File: config.mk
export PLATFORM = sky130hd
export DESIGN_NAME = rounded_rect_ordered_dither
export DESIGN_NICKNAME = d
export VERILOG_FILES = /design/src/hdl/rrod_pkg.sv /design/src/hdl/rounded_rect_ordered_dither.sv /design/src/hdl/rrod_datapath.sv
export SDC_FILE = /design/constraint.sdc
export NUM_CORES = 1
export LEC_CHECK = 0
export BUFFER_PORTS_ARGS = -buffer_cell sky130_fd_sc_hd__buf_4
export CORE_MARGIN = 2
export CORE_UTILIZATION = 40
export CTS_CLUSTER_DIAMETER = 100
export DETAILED_ROUTE_END_ITERATION = 10
export HOLD_SLACK_MARGIN = 0.08
export PLACE_DENSITY = 0.55
export SLEW_MARGIN = 20
export SYNTH_ARGS = -nofsm -noshare
export SYNTH_HDL_FRONTEND = slang
export SYNTH_SLANG_ARGS = --single-unit
File: constraint.sdc
create_clock -name clk -period 8.2 [get_ports clk]
set_input_delay 0.41 -clock clk [delete_from_list [all_inputs] [get_ports clk]]
set_output_delay 0.41 -clock clk [all_outputs]
set_load 0.005 [all_outputs]
File: src/hdl/rrod_pkg.sv
// ----------------------------------------------------------------------------
// rrod_pkg
// shared types, register codes and tables of the rounded rect dither block
// ----------------------------------------------------------------------------
package rrod_pkg;

    localparam int COORD_W    = 10;
    localparam int RADIUS_W   = 9;
    localparam int MODE_W     = 2;
    localparam int COLOR_W    = 8;
    localparam int CFG_IDX_W  = 3;
    localparam int CFG_DATA_W = 10;

    typedef enum logic [CFG_IDX_W-1:0] {
        REG_LAYER_WIDTH   = 3'd0,
        REG_LAYER_HEIGHT  = 3'd1,
        REG_CORNER_RADIUS = 3'd2,
        REG_DITHER_MODE   = 3'd3,
        REG_FORE_COLOR    = 3'd4,
        REG_BACK_COLOR    = 3'd5
    } cfg_reg_e;

    typedef enum logic [MODE_W-1:0] {
        MODE_MIX = 2'd0,
        MODE_LR  = 2'd1,
        MODE_TB  = 2'd2
    } dither_mode_e;

    typedef struct packed {
        logic [COORD_W-1:0]  layer_width;
        logic [COORD_W-1:0]  layer_height;
        logic [RADIUS_W-1:0] corner_radius;
        logic [MODE_W-1:0]   dither_mode;
        logic [COLOR_W-1:0]  fore_color;
        logic [COLOR_W-1:0]  back_color;
    } cfg_t;

    typedef struct packed {
        logic s1;
        logic s2;
        logic s3;
        logic s4;
    } stage_en_t;

    localparam logic [23:0] CORNER_NIBBLES [9] = '{
        24'h000000, 24'h000001, 24'h000001, 24'h000012, 24'h000113,
        24'h000123, 24'h001234, 24'h011235, 24'h112346
    };

    // indexed by {column[2:0], row[2:0]}
    localparam logic [5:0] BAYER [64] = '{
        6'd0,  6'd32, 6'd8,  6'd40, 6'd2,  6'd34, 6'd10, 6'd42,
        6'd48, 6'd16, 6'd56, 6'd24, 6'd50, 6'd18, 6'd58, 6'd26,
        6'd12, 6'd44, 6'd4,  6'd36, 6'd14, 6'd46, 6'd6,  6'd38,
        6'd60, 6'd28, 6'd52, 6'd20, 6'd62, 6'd30, 6'd54, 6'd22,
        6'd3,  6'd35, 6'd11, 6'd43, 6'd1,  6'd33, 6'd9,  6'd41,
        6'd51, 6'd19, 6'd59, 6'd27, 6'd49, 6'd17, 6'd57, 6'd25,
        6'd15, 6'd47, 6'd7,  6'd39, 6'd13, 6'd45, 6'd5,  6'd37,
        6'd63, 6'd31, 6'd55, 6'd23, 6'd61, 6'd29, 6'd53, 6'd21
    };

    // corner column limit for small radii, zero past the table rows
    function automatic logic [3:0] corner_lim(input logic [3:0] r,
                                              input logic [COORD_W-1:0] row);
        logic [31:0] nib;
        logic [3:0]  lim;
        nib = '0;
        lim = '0;
        if (r <= 4'd8)
        begin
            nib = {8'b0, CORNER_NIBBLES[r]};
        end
        if (row < COORD_W'(8))
        begin
            lim = nib[{row[2:0], 2'b00} +: 4];
        end
        return lim;
    endfunction

endpackage

File: src/hdl/rounded_rect_ordered_dither.sv
// ----------------------------------------------------------------------------
// rounded_rect_ordered_dither
// rounded rectangle coverage with checkerboard or bayer gradient colouring
// ----------------------------------------------------------------------------
// accepted items pass stage registers s1 to s4 on the way to the output port
// throughput: one item per cycle if not stalled, from the four stage datapath
// stalled output lets empty stages behind it keep filling
// reset: valid bits cleared, width and height 1, other config registers 0
// ----------------------------------------------------------------------------
module rounded_rect_ordered_dither (
    input  logic                               clk,
    input  logic                               rst_n,
    input  logic                               cfg_valid,
    output logic                               cfg_ready,
    input  logic [rrod_pkg::CFG_IDX_W-1:0]     cfg_index,
    input  logic [rrod_pkg::CFG_DATA_W-1:0]    cfg_data,
    input  logic                               in_valid,
    output logic                               in_ready,
    input  logic [rrod_pkg::COORD_W-1:0]       pos_x,
    input  logic [rrod_pkg::COORD_W-1:0]       pos_y,
    output logic                               out_valid,
    input  logic                               out_ready,
    output logic                               draw_pixel,
    output logic [rrod_pkg::COLOR_W-1:0]       pixel_argb
);

    rrod_pkg::cfg_t      cfg_reg, cfg_next;
    rrod_pkg::stage_en_t en;
    logic [3:0]          v_reg, v_next;

    assign cfg_ready = 1'b1;

    always_comb
    begin
        cfg_next = cfg_reg;
        if (cfg_valid)
        begin
            unique case (cfg_index)
                rrod_pkg::REG_LAYER_WIDTH:   cfg_next.layer_width   = cfg_data;
                rrod_pkg::REG_LAYER_HEIGHT:  cfg_next.layer_height  = cfg_data;
                rrod_pkg::REG_CORNER_RADIUS: cfg_next.corner_radius = cfg_data[8:0];
                rrod_pkg::REG_DITHER_MODE:   cfg_next.dither_mode   = cfg_data[1:0];
                rrod_pkg::REG_FORE_COLOR:    cfg_next.fore_color    = cfg_data[7:0];
                rrod_pkg::REG_BACK_COLOR:    cfg_next.back_color    = cfg_data[7:0];
                default:                     cfg_next = cfg_reg;
            endcase
        end
    end

    // stage advances when empty or when the stage after it advances
    always_comb
    begin
        en.s4 = !v_reg[3] || out_ready;
        en.s3 = !v_reg[2] || en.s4;
        en.s2 = !v_reg[1] || en.s3;
        en.s1 = !v_reg[0] || en.s2;

        v_next[0] = en.s1 ? in_valid : v_reg[0];
        v_next[1] = en.s2 ? v_reg[0] : v_reg[1];
        v_next[2] = en.s3 ? v_reg[1] : v_reg[2];
        v_next[3] = en.s4 ? v_reg[2] : v_reg[3];
    end

    always_ff @(posedge clk or negedge rst_n)
    begin
        if (!rst_n)
        begin
            v_reg                 <= '0;
            cfg_reg.layer_width   <= 10'd1;
            cfg_reg.layer_height  <= 10'd1;
            cfg_reg.corner_radius <= '0;
            cfg_reg.dither_mode   <= '0;
            cfg_reg.fore_color    <= '0;
            cfg_reg.back_color    <= '0;
        end
        else
        begin
            v_reg   <= v_next;
            cfg_reg <= cfg_next;
        end
    end

    assign in_ready  = en.s1;
    assign out_valid = v_reg[3];

    rrod_datapath u_datapath (
        .clk         (clk),
        .cfg         (cfg_reg),
        .en          (en),
        .pos_x       (pos_x),
        .pos_y       (pos_y),
        .draw_pixel  (draw_pixel),
        .pixel_argb  (pixel_argb)
    );

endmodule

File: src/hdl/rrod_datapath.sv
// ----------------------------------------------------------------------------
// rrod_datapath
// four stage shape and dither datapath, each stage loads on its enable
// ----------------------------------------------------------------------------
module rrod_datapath (
    input  logic                            clk,
    input  rrod_pkg::cfg_t                  cfg,
    input  rrod_pkg::stage_en_t             en,
    input  logic [rrod_pkg::COORD_W-1:0]    pos_x,
    input  logic [rrod_pkg::COORD_W-1:0]    pos_y,
    output logic                            draw_pixel,
    output logic [rrod_pkg::COLOR_W-1:0]    pixel_argb
);

    typedef struct packed {
        logic [rrod_pkg::COORD_W-1:0]  x;
        logic [rrod_pkg::COORD_W-1:0]  y;
        logic                          inb;
        logic                          rzero;
        logic [rrod_pkg::RADIUS_W-1:0] rc;
        logic [6:0]                    bp;
        logic [rrod_pkg::COORD_W-1:0]  num;
        logic [rrod_pkg::COORD_W-1:0]  den;
        logic                          grad;
        logic                          par;
    } s1_t;

    typedef struct packed {
        logic [rrod_pkg::COORD_W-1:0]  xf;
        logic [rrod_pkg::COORD_W-1:0]  yf;
        logic                          inb;
        logic                          rzero;
        logic                          band;
        logic [rrod_pkg::RADIUS_W-1:0] rc;
        logic                          small_r;
        logic [17:0]                   rr;
        logic [16:0]                   prod;
        logic [rrod_pkg::COORD_W-1:0]  num;
        logic                          dz;
        logic                          grad;
        logic                          par;
    } s2_t;

    typedef struct packed {
        logic        inb;
        logic        rzero;
        logic        band;
        logic        small_r;
        logic        small_ok;
        logic [17:0] rr;
        logic [19:0] sqx;
        logic [19:0] sqy;
        logic        sel_fore;
    } s3_t;

    typedef struct packed {
        logic                         draw;
        logic [rrod_pkg::COLOR_W-1:0] color;
    } s4_t;

    s1_t s1_reg, s1_next;
    s2_t s2_reg, s2_next;
    s3_t s3_reg, s3_next;
    s4_t s4_reg, s4_next;

    logic [rrod_pkg::RADIUS_W-1:0] half_w;
    logic [rrod_pkg::RADIUS_W-1:0] half_h;
    logic [rrod_pkg::RADIUS_W-1:0] r_w;
    logic                          use_x;
    logic [rrod_pkg::COORD_W-1:0]  lim_x;
    logic [rrod_pkg::COORD_W-1:0]  lim_y;
    logic signed [10:0]            dx;
    logic signed [10:0]            dy;
    logic signed [21:0]            sqx_full;
    logic signed [21:0]            sqy_full;
    logic [20:0]                   dist_sq;
    logic                          circle_ok;
    logic                          covered;
    logic [rrod_pkg::COLOR_W-1:0]  color;

    // stage 1: bounds, radius clamp, bayer and divisor selection
    always_comb
    begin
        half_w = cfg.layer_width[rrod_pkg::COORD_W-1:1];
        half_h = cfg.layer_height[rrod_pkg::COORD_W-1:1];
        r_w    = (cfg.corner_radius > half_w) ? half_w : cfg.corner_radius;
        use_x  = (cfg.dither_mode == rrod_pkg::MODE_LR);

        s1_next.x     = pos_x;
        s1_next.y     = pos_y;
        s1_next.inb   = (pos_x < cfg.layer_width) && (pos_y < cfg.layer_height);
        s1_next.rzero = (cfg.corner_radius == '0);
        s1_next.rc    = (r_w > half_h) ? half_h : r_w;
        s1_next.bp    = {1'b0, rrod_pkg::BAYER[{pos_x[2:0], pos_y[2:0]}]} + 7'd1;
        s1_next.num   = use_x ? pos_x : pos_y;
        s1_next.den   = use_x ? (cfg.layer_width - 10'd1) : (cfg.layer_height - 10'd1);
        s1_next.grad  = (cfg.dither_mode != rrod_pkg::MODE_MIX);
        s1_next.par   = pos_x[0] ^ pos_y[0];
    end

    // stage 2: straight band test, corner fold, products
    always_comb
    begin
        lim_x = cfg.layer_width - {1'b0, s1_reg.rc} - 10'd1;
        lim_y = cfg.layer_height - {1'b0, s1_reg.rc} - 10'd1;

        s2_next.band  = (s1_reg.x > {1'b0, s1_reg.rc} && s1_reg.x < lim_x)
                     || (s1_reg.y > {1'b0, s1_reg.rc} && s1_reg.y < lim_y);
        s2_next.xf    = (s1_reg.x >= {1'b0, cfg.layer_width[rrod_pkg::COORD_W-1:1]})
                      ? (cfg.layer_width - 10'd1 - s1_reg.x) : s1_reg.x;
        s2_next.yf    = (s1_reg.y >= {1'b0, cfg.layer_height[rrod_pkg::COORD_W-1:1]})
                      ? (cfg.layer_height - 10'd1 - s1_reg.y) : s1_reg.y;
        s2_next.inb     = s1_reg.inb;
        s2_next.rzero   = s1_reg.rzero;
        s2_next.rc      = s1_reg.rc;
        s2_next.small_r = (s1_reg.rc <= 9'd8);
        s2_next.rr      = {9'b0, s1_reg.rc} * {8'b0, ({1'b0, s1_reg.rc} + 10'd1)};
        s2_next.prod    = {10'b0, s1_reg.bp} * {7'b0, s1_reg.den};
        s2_next.num     = s1_reg.num;
        s2_next.dz      = (s1_reg.den == '0);
        s2_next.grad    = s1_reg.grad;
        s2_next.par     = s1_reg.par;
    end

    // stage 3: corner distances squared, small radius table, threshold compare
    always_comb
    begin
        dx       = $signed({2'b0, s2_reg.rc}) - $signed({1'b0, s2_reg.xf});
        dy       = $signed({2'b0, s2_reg.rc}) - $signed({1'b0, s2_reg.yf});
        sqx_full = dx * dx;
        sqy_full = dy * dy;

        s3_next.inb      = s2_reg.inb;
        s3_next.rzero    = s2_reg.rzero;
        s3_next.band     = s2_reg.band;
        s3_next.small_r  = s2_reg.small_r;
        s3_next.small_ok = ({6'b0, rrod_pkg::corner_lim(s2_reg.rc[3:0], s2_reg.yf)}
                            <= s2_reg.xf);
        s3_next.rr       = s2_reg.rr;
        s3_next.sqx      = sqx_full[19:0];
        s3_next.sqy      = sqy_full[19:0];
        s3_next.sel_fore = s2_reg.grad
                         ? (!s2_reg.dz && ({1'b0, s2_reg.num, 6'b0} >= s2_reg.prod))
                         : s2_reg.par;
    end

    // stage 4: inside decision and colour choice
    always_comb
    begin
        dist_sq   = {1'b0, s3_reg.sqx} + {1'b0, s3_reg.sqy};
        circle_ok = ({3'b0, s3_reg.rr} >= dist_sq);
        covered   = s3_reg.inb
                 && (s3_reg.rzero || s3_reg.band
                     || (s3_reg.small_r ? s3_reg.small_ok : circle_ok));
        color     = s3_reg.sel_fore ? cfg.fore_color : cfg.back_color;

        s4_next.draw  = covered && (color != '0);
        s4_next.color = (covered && (color != '0)) ? color : '0;
    end

    always_ff @(posedge clk)
    begin
        if (en.s1)
        begin
            s1_reg <= s1_next;
        end
        if (en.s2)
        begin
            s2_reg <= s2_next;
        end
        if (en.s3)
        begin
            s3_reg <= s3_next;
        end
        if (en.s4)
        begin
            s4_reg <= s4_next;
        end
    end

    assign draw_pixel = s4_reg.draw;
    assign pixel_argb = s4_reg.color;

endmodule

==> results.cfg, run 1 <==
[outcome]
outcome = completed

[synthesis]
ys_seq_area_frac = 0.2725
syn_area_um2 = 27830
ys_ff_latch = 261
synth-edff-count = 210
async_reset_ff_frac = 0.1954
synth_fp_nets = 3450
ys.warnings.count = 0
synthCells = 2761
synth_top_flop_cell = edfxtp_1
synth_top_cell_by_area = edfxtp_1
synth_top_area_share = 0.2266
synth.avg_cell_area_um2 = 10.08
yosys-top-cells-area = edfxtp_1, fa_1, ha_1
synth.distinct_cells = 70

[sta]
worstMarginPinSlew_ns = 0.9280
finalMaxSlewViolations = 0
setup-tns-final_ns = 0
period_share = 0.9388
max_freq_mhz = 129.9
rsz0062_at_grt = false
max-slew-margin-rel = 0.3813
fin_worst_skew_ns = 0.008604
setup_viol = 0
fin_crit_ns = 7.698
hold_viol = 0

[detailed_routing]
drc_errors = 0
viasPerCell = 5.030
firstDrtPassIters = 5
drt_wl_total_um = 66820
detail-route-antenna-nets = 0
dr_total_vias = 19190
post_drt_wl_per_cell_um = 17.52
drtIter0Drc = 1044

[critical_path]
path_buf_inv = 7
slowest_stage = fa_1
timing.rr.end = u_datapath.s3_reg[40]
r2r_cells = 30
required_ns = 8.53
worstReg2RegStart = u_datapath.s2_reg[49]
cpLargestDelayFamily = adder cells
crit_fanout = 6
worstSetupEndpointType = flop
worstSetupPathType = flop to flop
max_stage_delay_ns = 0.54
r2r_slack_ns = 0.50
worstSetupStartpointType = flop
critPathMostFrequentCell = inv_1
worstPathArrival_ns = 8.02

[global_route]
grt_antenna_before_repair = 1
grt_pass1_vias = 20230
overflow = 0
track_usage = 0.1942
grt_pass1_wl_um = 109200
grt_max_degree = 63

[die]
initial_utilization = 0.4051
rows = 96
core_area_um2 = 68710
io_pins = 50
die_w_um = 267.8
die_y_um = 267.8
dieArea_um2 = 71710

[worst_hold_path]
hold_end = cfg_reg[34]
worst_hold_path_type = input port to flop
hold_start = cfg_data[7]
holdPathStages = 3

[placed_design]
place.gp.congestion = 0.8820
io_buffers = 48
dp_hpwl_um = 53960

[clocking]
clock_latency_ns = 0.59
cts.sinks = 261
path_clk_slew_ns = 0.06
cts_max_path_buffers = 3
tritoncts.num_buffers = 31
cts_max_level = 1
cts_tree = done
cts_setup_buffers = 0
root_buffer = clkbuf_16

[run]
cap_viol_max_count = 0

[finish]
num_antenna_cells = 0
layout.nets = 3548
fill_cells = 6612
area_growth_pct = 10.71
largest_reg_flops = 80
drive_gt1_frac = 0.07940
cells by family (layout without fill, tap and decap cells):
kind of cell,count (synthesis),count (layout),share of synthesized area
compound gates,369,369,0.08317
xor+xnor,156,156,0.04909
fa+ha+maj,651,651,0.3717
buf+inv,600,723,0.08132
flops,261,261,0.2725
mux,79,79,0.03102
other cells,1,1,0.0001347
simple gates,644,644,0.1111
final cells by class:
type                    instances  area (um2)  area share
clock inverters                24       285.3    0.009258
flip-flops and latches        261        7585      0.2461
repair buffers                 96       780.7     0.02534
clock buffers                  34       787.0     0.02554
multi-input cells            1900       18070      0.5865
well taps                     931        1165     0.03780
inverters                     569        2140     0.06943
through the flow:
stage	cells	setup WS, ns	hold WS, ns	utilization	instance area, um2
CTS	3815	0.2815	0.08239	0.4477	30760
floorplan	2761	1.102	0.1144	-	27830
detailed placement	3733	0.3080	0.4052	0.4286	29440
global placement	3733	0.4907	0.4037	0.4285	29440
global route	3815	0.04050	0.09480	0.4485	30810
finish	3815	0.5022	0.1041	0.4485	30810
cell usage in the layout (no fill, tap or decap), drive strengths merged, types with 51 or more instances in the layout:
cell type,instances
edfxtp,210
nor2,171
inv,564
ha,358
fa,293
and2,51
nand2,203
buf,72
o21ai,100
a21oi,107
xnor2,113
mux2,58
worst max-delay path by stage:
stage                               start               endpoint  slack [ns]  cells past startpoint
detailed placement  u_datapath.s2_reg[49]  u_datapath.s3_reg[40]        0.31                     28
finish              u_datapath.s2_reg[49]  u_datapath.s3_reg[40]        0.50                     30
global route        u_datapath.s2_reg[50]  u_datapath.s3_reg[20]        0.04                     27
global placement    u_datapath.s2_reg[49]  u_datapath.s3_reg[40]        0.49                     28
CTS                 u_datapath.s2_reg[49]  u_datapath.s3_reg[40]        0.28                     28
floorplan           u_datapath.s2_reg[49]  u_datapath.s3_reg[40]        1.10                     28
routing by layer:
metal / part of all wire / global-route usage / routed length (um)
met1: 0.45 / 0.2628 / 30270
met2: 0.48 / 0.3312 / 32320
met3: 0.041 / 0.02557 / 2741
met4: 0.022 / 0.04560 / 1478
met5: 0.00022 / 0 / 15
worst reg2reg max path: cells and delay by family, from the launching register on:
kind,cells,cell delay (ns)
AO/OA/AOI/OAI,10,2.03
buffers and inverters,7,0.66
adder cells (fa/ha/maj),8,3.53
AND/OR/NAND/NOR,3,0.45
flip-flops,1,0.43
XOR/XNOR,2,0.36
synthesized netlist by cell type, types with 24 or more instances:
master and instances:
nor3_1 36, nand2b_1 46, ha_1 358, edfxtp_1 210, clkbuf_1 28, dfrtp_1 49, o21ai_0 99, a21oi_1 107
nor2b_1 31, nand2_1 203, nand3_1 24, inv_1 560, mux2_2 58, a21o_1 40, xnor2_1 113, and2_1 51
fa_1 293, xor2_1 43, nor2_1 160
what timing repair did:
item                                    CTS  global route
endpoints found under the setup margin    0             6
hold buffers                             24             0
hold endpoints to repair                 73             0
resized for setup                         0            11
Power of run 1 is left out: the tool's default activity adds up to more than one toggle a clock period on the data nets, which glitch-free logic cannot reach.
==> run 2: changes to the inputs <==
--- a/config.mk
+++ b/config.mk
@@ -5,7 +5,7 @@
 export SDC_FILE = /design/constraint.sdc
 export NUM_CORES = 1
 export LEC_CHECK = 0
-export BUFFER_PORTS_ARGS = -buffer_cell sky130_fd_sc_hd__buf_4
+export BUFFER_PORTS_ARGS = -buffer_cell sky130_fd_sc_hd__buf_2
 export CORE_MARGIN = 2
 export CORE_UTILIZATION = 40
 export CTS_CLUSTER_DIAMETER = 100
==> results.cfg, run 2 (same netlist as run 1, synthesis figures left out) <==
[critical_path]
worstReg2RegStart = u_datapath.s2_reg[49]
worstSetupEndpointType = flop
required_ns = 8.54
worstSetupStartpointType = flop
max_stage_delay_ns = 0.55
timing.rr.end = u_datapath.s3_reg[20]
r2r_slack_ns = 0.52
worstSetupPathType = flop to flop
r2r_cells = 30
slowest_stage = fa_1
critPathMostFrequentCell = inv_1
crit_fanout = 8
worstPathArrival_ns = 8.03

[global_route]
track_usage = 0.1959
grt_antenna_before_repair = 0
grt_pass1_wl_um = 110300
gr-usage-met1 = 0.2704
met2_usage = 0.3371
grt_pass1_vias = 20370
busiest_layer = met2
use_met3 = 0.01640
grt_max_degree = 63
overflow = 0

[finish]
area_growth_pct = 9.701
largest_reg_flops = 80
layout_common_cells = inv_1, ha_1, fa_1
fill_cells = 6689
register_area_um2 = 7585
num_antenna_cells = 0
layout.nets = 3541
mostFrequentLayoutCell = inv_1
fin_cells = 3807
multi_input_area_um2 = 18050
drive_gt1_frac = 0.07893

[clocking]
path_clk_slew_ns = 0.06
cts_max_level = 1
root_buffer = clkbuf_16
cts.sinks = 261
cts_max_path_buffers = 3
tritoncts.num_buffers = 31
cts_tree = done
clock_latency_ns = 0.60

[sta]
fin_ws_ns = 0.5183
setup-tns-final_ns = 0
hold_viol = 0
fin_crit_ns = 7.682
max-slew-margin-rel = 0.3921
finalMaxSlewViolations = 0
setup_viol = 0
whs_ns = 0.1083
worstMarginPinSlew_ns = 0.9119
period_share = 0.9368
max_freq_mhz = 130.2
fin_worst_skew_ns = 0.01282

[worst_hold_path]
hold_end = u_datapath.s1_reg[43]
worst_hold_path_type = input port to flop
hold_start = pos_y[3]
holdPathStages = 1

[die]
initial_utilization = 0.4051
dieArea_um2 = 71710
die_w_um = 267.8
die_y_um = 267.8
io_pins = 50
core_area_um2 = 68710
rows = 96

[detailed_routing]
post_drt_wl_per_cell_um = 17.73
viasPerCell = 5.078
drc_errors = 0
drtIter0Drc = 1047
detail-route-antenna-nets = 0
dr_total_vias = 19330
drt_wl_total_um = 67490
firstDrtPassIters = 5

[placed_design]
io_buffers = 48
dp_worst_setup_slack_ns = 0.3607
dp_hpwl_um = 54370
place.gp.congestion = 0.9033
dp.cells = 3731

[outcome]
outcome = completed

[run]
cap_viol_max_count = 0
==> run 2: area by class of cell <==
type	instances	area share
Inverter	569	0.07007
Multi-Input combinational cell	1900	0.5913
Tap cell	931	0.03815
Sequential cell	261	0.2484
Timing Repair Buffer	89	0.01926
Clock inverter	15	0.004713
Clock buffer	42	0.02807
==> run 2: worst max path at each step <==
stage	slack (ns)	end	from	cells after the start
detailed placement	0.36	u_datapath.s3_reg[40]	u_datapath.s2_reg[49]	30
global placement	0.56	u_datapath.s3_reg[40]	u_datapath.s2_reg[49]	30
CTS	0.35	u_datapath.s3_reg[40]	u_datapath.s2_reg[49]	30
floorplan	1.10	u_datapath.s3_reg[40]	u_datapath.s2_reg[49]	28
finish	0.52	u_datapath.s3_reg[20]	u_datapath.s2_reg[49]	30
global route	-0.02	u_datapath.s3_reg[20]	u_datapath.s2_reg[49]	29
==> run 2: metal layers <==
layer,vias up,part of all wire
met3,91,0.040
met2,368,0.48
met4,0,0.022
met1,9631,0.45
li1,9243,-
met5,-,0
==> run 2: repair_timing <==
item | in CTS | in global routing
setup endpoints to repair | 0 | 6
hold endpoints to repair | 64 | 0
setup buffers | 0 | 3
hold buffers | 16 | 0
resized for setup | 0 | 10
==> run 2: critical path, delay by kind of cell, from the launching register on <==
| family | cells | cell delay (ns) |
|---|---|---|
| AO/OA/AOI/OAI | 8 | 1.82 |
| XOR/XNOR | 2 | 0.56 |
| adder cells (fa/ha/maj) | 8 | 3.33 |
| buffers and inverters | 9 | 0.85 |
| flip-flops | 1 | 0.44 |
| AND/OR/NAND/NOR | 3 | 0.39 |
==> run 2: through the flow <==
| step | utilization | area (um2) |
|---|---|---|
| after floorplan | - | 27830 |
| after CTS | 0.4434 | 30470 |
| after global routing | 0.4444 | 30530 |
| after detailed placement | 0.4265 | 29310 |
| after global placement | 0.4265 | 29310 |
| final | 0.4444 | 30530 |
Power of run 2 is left out for the same reason.
